### src/hw/rtl/tss_pkg.sv
// Task slot scheduler package: slot word layout, state and function codes,
// datapath command codes and the controller/datapath status bundle. No dependencies.
`default_nettype none
package tss_pkg;

  typedef struct packed {
    logic [2:0]  state;
    logic [7:0]  run;
    logic [7:0]  slice;
    logic [31:0] last;
    logic        urg;
    logic        rdy;
    logic        trn;
  } slot_word_t;

  localparam logic [2:0] ST_EMPTY      = 3'd0;
  localparam logic [2:0] ST_ALLOCATING = 3'd1;
  localparam logic [2:0] ST_RUNNING    = 3'd2;
  localparam logic [2:0] ST_WAITING    = 3'd3;
  localparam logic [2:0] ST_SLEEPING   = 3'd4;
  localparam logic [2:0] ST_READY      = 3'd5;
  localparam logic [2:0] ST_WILL_EMPTY = 3'd6;
  localparam logic [2:0] ST_DIED       = 3'd7;

  localparam logic [2:0] FN_TICK    = 3'd0;
  localparam logic [2:0] FN_ALLOC   = 3'd1;
  localparam logic [2:0] FN_PUBLISH = 3'd2;
  localparam logic [2:0] FN_WAKE    = 3'd3;
  localparam logic [2:0] FN_BLOCK   = 3'd4;
  localparam logic [2:0] FN_SET     = 3'd5;
  localparam logic [2:0] FN_RUNNOW  = 3'd6;
  localparam logic [2:0] FN_TRAIN   = 3'd7;

  localparam logic CFG_IDLE_SLOT = 1'b0;
  localparam logic CFG_TRAIN_THR = 1'b1;

  localparam logic [7:0] TRAIN_RESET = 8'd5;

  typedef logic [3:0] cmd_t;
  localparam cmd_t CMD_NOP    = 4'd0;
  localparam cmd_t CMD_CLR    = 4'd1;
  localparam cmd_t CMD_LOAD   = 4'd2;
  localparam cmd_t CMD_RD_TGT = 4'd3;
  localparam cmd_t CMD_WR_OP  = 4'd4;
  localparam cmd_t CMD_RD_CUR = 4'd5;
  localparam cmd_t CMD_KEEP   = 4'd6;
  localparam cmd_t CMD_SINIT  = 4'd7;
  localparam cmd_t CMD_SCAN   = 4'd8;
  localparam cmd_t CMD_ASCAN  = 4'd9;
  localparam cmd_t CMD_RD_NXT = 4'd10;
  localparam cmd_t CMD_WR_NXT = 4'd11;
  localparam cmd_t CMD_WR_CUR = 4'd12;

  typedef struct packed {
    logic clr_last;
    logic keep;
    logic scan_done;
    logic alloc_done;
    logic out_busy;
  } dp_status_t;

endpackage
`default_nettype wire

### src/hw/rtl/tss_ctrl.sv
// Task slot scheduler controller: sequences the datapath by command codes.
// Depends on tss_pkg.
`default_nettype none
module tss_ctrl
  import tss_pkg::*;
(
  input  wire logic       clk,
  input  wire logic       rst_n,
  input  wire logic       in_valid,
  input  wire logic [2:0] in_func,
  input  wire logic       out_stall,
  input  wire dp_status_t sts,
  output logic            in_stall,
  output cmd_t            cmd
);

  localparam logic [3:0] S_CLR   = 4'd0;
  localparam logic [3:0] S_IDLE  = 4'd1;
  localparam logic [3:0] S_OPRD  = 4'd2;
  localparam logic [3:0] S_OPWR  = 4'd3;
  localparam logic [3:0] S_TRD   = 4'd4;
  localparam logic [3:0] S_TDEC  = 4'd5;
  localparam logic [3:0] S_SCAN  = 4'd6;
  localparam logic [3:0] S_NRD   = 4'd7;
  localparam logic [3:0] S_NWR   = 4'd8;
  localparam logic [3:0] S_CRD   = 4'd9;
  localparam logic [3:0] S_CWR   = 4'd10;
  localparam logic [3:0] S_ASCAN = 4'd11;

  logic [3:0] st_r, st_nxt;
  logic       accept;

  assign in_stall = !((st_r == S_IDLE) && (!sts.out_busy || !out_stall));
  assign accept   = in_valid && !in_stall;

  always_comb begin
    st_nxt = st_r;
    cmd    = CMD_NOP;
    unique case (st_r)
      S_CLR: begin
        cmd = CMD_CLR;
        if (sts.clr_last) st_nxt = S_IDLE;
      end
      S_IDLE: begin
        if (accept) begin
          cmd = CMD_LOAD;
          if (in_func == FN_TICK)       st_nxt = S_TRD;
          else if (in_func == FN_ALLOC) st_nxt = S_ASCAN;
          else                          st_nxt = S_OPRD;
        end
      end
      S_OPRD: begin cmd = CMD_RD_TGT; st_nxt = S_OPWR; end
      S_OPWR: begin cmd = CMD_WR_OP;  st_nxt = S_IDLE; end
      S_TRD:  begin cmd = CMD_RD_CUR; st_nxt = S_TDEC; end
      S_TDEC: begin
        if (sts.keep) begin
          cmd = CMD_KEEP;
          st_nxt = S_IDLE;
        end else begin
          cmd = CMD_SINIT;
          st_nxt = S_SCAN;
        end
      end
      S_SCAN: begin
        cmd = CMD_SCAN;
        if (sts.scan_done) st_nxt = S_NRD;
      end
      S_NRD: begin cmd = CMD_RD_NXT; st_nxt = S_NWR; end
      S_NWR: begin cmd = CMD_WR_NXT; st_nxt = S_CRD; end
      S_CRD: begin cmd = CMD_RD_CUR; st_nxt = S_CWR; end
      S_CWR: begin cmd = CMD_WR_CUR; st_nxt = S_IDLE; end
      S_ASCAN: begin
        cmd = CMD_ASCAN;
        if (sts.alloc_done) st_nxt = S_IDLE;
      end
      default: st_nxt = S_IDLE;
    endcase
  end

  always_ff @(posedge clk) begin
    if (!rst_n) st_r <= S_CLR;
    else        st_r <= st_nxt;
  end

endmodule
`default_nettype wire

### config.mk
export PLATFORM = sky130hd
export DESIGN_NAME = tss_ctrl
export DESIGN_NICKNAME = d
export VERILOG_FILES = /design/src/hw/rtl/tss_pkg.sv /design/src/hw/rtl/tss_ctrl.sv
export SDC_FILE = /design/constraint.sdc
export NUM_CORES = 1
export LEC_CHECK = 0
export ABC_AREA = 1
export BUFFER_PORTS_ARGS = -buffer_cell sky130_fd_sc_hd__buf_2
export CAP_MARGIN = 20
export CORE_MARGIN = 1
export CORE_UTILIZATION = 40
export DETAILED_ROUTE_END_ITERATION = 16
export PLACE_DENSITY = 0.65
export SETUP_SLACK_MARGIN = 0.2
export SYNTH_ARGS = -nofsm -noshare
export SYNTH_HDL_FRONTEND = slang
export SYNTH_SLANG_ARGS = --single-unit
### constraint.sdc
create_clock -name clk -period 3.5 [get_ports clk]
set_clock_uncertainty 0.05 [all_clocks]
set_input_delay 0.525 -clock clk [delete_from_list [all_inputs] [get_ports clk]]
set_output_delay 0.525 -clock clk [all_outputs]
set_load 0.01 [all_outputs]
* Word-level counts from Yosys, hierarchy flattened *
Cells that the tools add are included.
W data, S select, Z words.

word-level totals
  bits in registers = 4
  input port bits = 12

operators by class
  equal/unequal tests = 16
  multiplexer cells = 11
  reductions and logical operators = 10

operators by type and width
  kind                  number
  $pmux W4 S11          1
  $pmux W4 S10          1
  $mux W4               6
  $eq A4 B3 Y1 const B  4
  $eq A4 B4 Y1 const B  4
  $eq A4 B2 Y1 const B  2
  $ne A2 B2 Y1 const B  4
  $eq A4 B1 Y1 const B  1
  $logic_not A4 Y1      1
  $reduce_and A4 Y1     1
  $eq A3 B1 Y1 const B  1
  $logic_not A1 Y1      3
  $logic_not A3 Y1      1
  $mux W3               1
  $logic_and A1 B1 Y1   2
  $mux W2               1
  $reduce_or A2 Y1      1
  $logic_or A1 B1 Y1    1
  $mux W1               1

* Logic depth before layout (Yosys ltp) *
  word-level depth = 6
  mapped depth = 9
  gate-level depth less buffers = 9

* Worst setup path before layout *
No wires, ideal clock.

  kind = register -> output
  from = reg st_r[2]
  to = out cmd[1]
  arrival = 1.126 ns
  required time = 2.925 ns
  path slack = 1.799 ns
  cell stages (with the launch flop) = 6
  path buffers = 0
  cells stage by stage = dfxtp_1 -> nor2_4 -> inv_1 -> nor2_2 -> nand2_1 -> o21ai_0

on the way
  cells in the longest elaborated chain, start to end = 5

ends and longest elaborated chain
  item                    line                            text
  start, declared         tss_ctrl.sv:30                  logic [3:0] st_r, st_nxt;
  start signal, assigned  tss_ctrl.sv:82                  else st_r <= st_nxt;
  $eq A4 B1 Y1            tss_ctrl.sv:33, tss_ctrl.sv:39
  $logic_and A1 B1 Y1     tss_ctrl.sv:33                  assign in_stall = !((st_r == S_IDLE) && (!sts.out_busy || !out_stall));
  $logic_and A1 B1 Y1     tss_ctrl.sv:34                  assign accept = in_valid && !in_stall;
  $mux W2                 tss_ctrl.sv:45                  if (accept) begin
  $pmux W4 S11 (*)        tss_ctrl.sv:39                  unique case (st_r)
  end, declared           tss_ctrl.sv:14                  output cmd_t cmd

Every way passes the cells marked *; elsewhere a longest branch is shown, timed or not.

* Final worst setup path *
  from = reg st_r[0]
  to = out cmd[1]

The elaborated chain is that of the path after synthesis.

==> impl_results.rst <==
.. list-table::
   :header-rows: 1

   * - Metric
     - Value
   * - RSZ-0062 raised after global routing
     - no
   * - Number of flip-flops in the largest register
     - 4
   * - Via count of the first global-routing pass
     - 531
   * - Maximum number of pins on one net before global-route repair
     - 9
   * - Final Hold Vio Count
     - 0
   * - Die width
     - 38.4 um
   * - Pre-CTS WS
     - 1.73 ns
   * - Global route overflow
     - 0
   * - Required time at the endpoint of the critical path
     - 2.92 ns
   * - Transition time at the pin with the least slew margin
     - 0.346 ns
   * - Number of buffers inserted for hold repair after clock tree synthesis
     - 0
   * - Detailed placer's ending HPWL
     - 1070 um
   * - Count of buffers from port buffering
     - 16
   * - Worst Setup End Kind
     - output pin
   * - Proportion of netlist area held by the largest area contributor
     - 21.9%
   * - WS Path Type
     - reg2out
   * - Clock sink count
     - 4
   * - Register with the most flip-flops
     - st_r
   * - Flop and latch count out of synthesis
     - 4
   * - Max-slew violations
     - 0
   * - End-of-flow core utilization
     - 54.9%
   * - Leading register cell type out of synthesis
     - sky130_fd_sc_hd__dfxtp_1
   * - Nature of the critical path startpoint
     - flop
   * - Maximum fanout encountered on the critical timing path
     - 8
   * - Die area
     - 1480 um^2
   * - Number of cells traversed by the worst register-to-register path
     - 7
   * - Synth cell types
     - 20
   * - Startpoint of the tightest hold check path
     - rst_n
   * - Achievable frequency
     - 494 MHz
   * - Post-route setup slack
     - 1.48 ns
   * - Area added between synthesis and finish
     - 21.2%
   * - GRT Overall Usage
     - 20.5%
   * - Clock period minus final worst setup slack
     - 2.02 ns
   * - Reg2Reg Setup Slack
     - 2.09 ns
   * - Routed wire per std cell
     - 9.78 um
   * - Launching element of the worst setup path
     - st_r[0]
   * - Largest regs
     - st_r x4
   * - Number of buffers inserted during clock tree synthesis
     - 3
   * - Post-synth EDFFs
     - 0
   * - Fraction of registers with async set or reset after synthesis
     - 0%
   * - Initial core utilization
     - 45.3%
   * - Via Count
     - 622
   * - Sequential area share after synthesis
     - 15.1%
   * - Leakage power figure
     - 0.357 nW
   * - Worst IR drop on VDD
     - 452 uV
   * - Total Neg Setup Slack
     - 0 ns
   * - Mean cell area of the mapped netlist
     - 5.53 um^2
   * - Number of post-CTS setup repair buffers
     - 0
   * - Wire length after detailed routing
     - 1250 um
   * - Number of antenna violations at the first check in global routing
     - 0
   * - Die outline height
     - 38.4 um
   * - Net total in the final layout
     - 128
   * - Number of H-tree branching levels
     - 1
   * - Count of mapped cells out of synthesis
     - 96
   * - Fill cell instance count of the final layout
     - 127
   * - Relative slew slack
     - 76.9%
   * - Post_cts resized
     - 0
   * - Leading post-synthesis cells by cell area
     - sky130_fd_sc_hd__nand2_1 (22%), sky130_fd_sc_hd__nor2_1 (16%), sky130_fd_sc_hd__dfxtp_1 (15%)
   * - Worst Hold Path EP
     - st_r[2]
   * - Most instantiated library cell after synthesis
     - sky130_fd_sc_hd__nand2_1
   * - Row count
     - 12
   * - Power Density
     - 942 nW/um^2
   * - Cell type contributing the most total cell area after synthesis
     - sky130_fd_sc_hd__nand2_1
   * - Destination of the worst register-to-register timing path
     - st_r[2]
   * - Instance area at placement
     - 621 um^2
   * - Source-to-sink clock delay at the later pin of the worst-skew pair
     - 0.23 ns
   * - Placer's final routability congestion estimate
     - 0.821
   * - Top-Level Pins
     - 17
   * - Number of DRC violations after detailed-routing iteration 0
     - 13
   * - Nets in the synthesized netlist
     - 108
   * - Max-capacitance violation count
     - 0
   * - Arrival time of data at the critical path endpoint
     - 1.45 ns
   * - Period Utilization, post-route
     - 57.9%
   * - Outcome
     - completed
   * - Layout cell share with drive strength beyond 1
     - 30.7%
   * - Vias per Instance
     - 4.86
   * - Clock-pin transition on the worst setup and hold timing paths
     - 0.04 ns
   * - Placeable core region
     - 1170 um^2
   * - Cell depth of the worst min-delay path
     - 3
   * - Worst reg2reg startpoint
     - st_r[0]
   * - Wire length of the first global-routing pass
     - 2150 um
   * - Largest buffer count on any clock path
     - 2
   * - Netlist area before placement
     - 531 um^2
   * - Most common library cells after synthesis
     - sky130_fd_sc_hd__nand2_1 (31), sky130_fd_sc_hd__nor2_1 (22), sky130_fd_sc_hd__inv_1 (9)
   * - DRT antenna net count
     - 0
   * - Remaining design rule violation count
     - 0
   * - Final design instance area without fill
     - 643 um^2
   * - Yosys synthesis warning count
     - 0
   * - DRT Pass-1 Iters
     - 4
   * - Clock tree from TritonCTS
     - yes
   * - CTS Root Buffer Type
     - sky130_fd_sc_hd__clkbuf_4
   * - Count of antenna diodes in the layout
     - 0
   * - Type of the worst min-delay path
     - in2reg
   * - Final setup viols
     - 0
==> layout by cell type (no fill, tap or decap), drive strengths merged <==
cell type / instances
nand2: 33
nor2: 29
buf: 16
inv: 12
o21ai: 6
nand3: 5
dfxtp: 4
clkbuf: 3
o2111ai: 1
o22ai: 1
nand3b: 1
a21oi: 1
and2: 1
nor3: 1
==> worst max path at each step <==
stage,end,slack (ns),cells after the start
2_1_floorplan,cmd[1],1.80,5
3_3_place_gp,cmd[1],1.74,5
3_5_place_dp,cmd[1],1.73,5
4_1_cts,cmd[1],1.48,5
5_1_grt,cmd[1],1.35,5
6_report,cmd[1],1.48,5
==> worst max-delay path: stages, from the launching register on <==
cell and delay [ns]:
sky130_fd_sc_hd__dfxtp_1 0.52, sky130_fd_sc_hd__nand2_1 0.14, sky130_fd_sc_hd__nor2_2 0.19, sky130_fd_sc_hd__nand2_1 0.09, sky130_fd_sc_hd__o21ai_0 0.14, sky130_fd_sc_hd__buf_2 0.15
==> routing by layer <==
metal	vias to the layer above	track usage (%)	wire length, um	part of all wire, %
li1	337	-	-	-
met1	277	28.4	621	50
met2	8	33.9	599	48
met3	0	3.49	31	2.5
met4	0	2.59	0	0
met5	-	0	0	0
==> cells by family after synthesis <==
kind of cell	count (synthesis)	synth area share, %
and+or+nand+nor	70	64.9
buffers and inverters	13	9.91
DFF	4	15.1
AOI/OAI and AO/OA	9	10.1
==> through the flow <==
stage	hold WS, ns	total power [mW]	std cells
5_1_grt	0.507	0.671	128
6_report	0.507	0.606	128
3_3_place_gp	0.511	0.547	125
3_5_place_dp	0.510	0.549	125
4_1_cts	0.500	0.607	128
2_1_floorplan	0.493	0.451	96
==> area by class of cell <==
class                           count  area, um^2  share of cell area [%]
Multi-Input combinational cell     79         398                    61.9
Sequential cell                     4        80.1                    12.5
Inverter                           12        45.0                    7.00
Timing Repair Buffer               16        80.1                    12.5
Clock buffer                        3        22.5                    3.50
Tap cell                           14        17.5                    2.72
==> power by group <==
group	internal, mW	leakage [nW]	switching [mW]	total (mW)
clock network	0.0382	0.0138	0.0163	0.0544
registers	0.0680	0.0331	0.0514	0.119
logic	0.164	0.310	0.268	0.432
total	0.270	0.357	0.336	0.606
No activity file was read; power rests on OpenSTA's default activity.
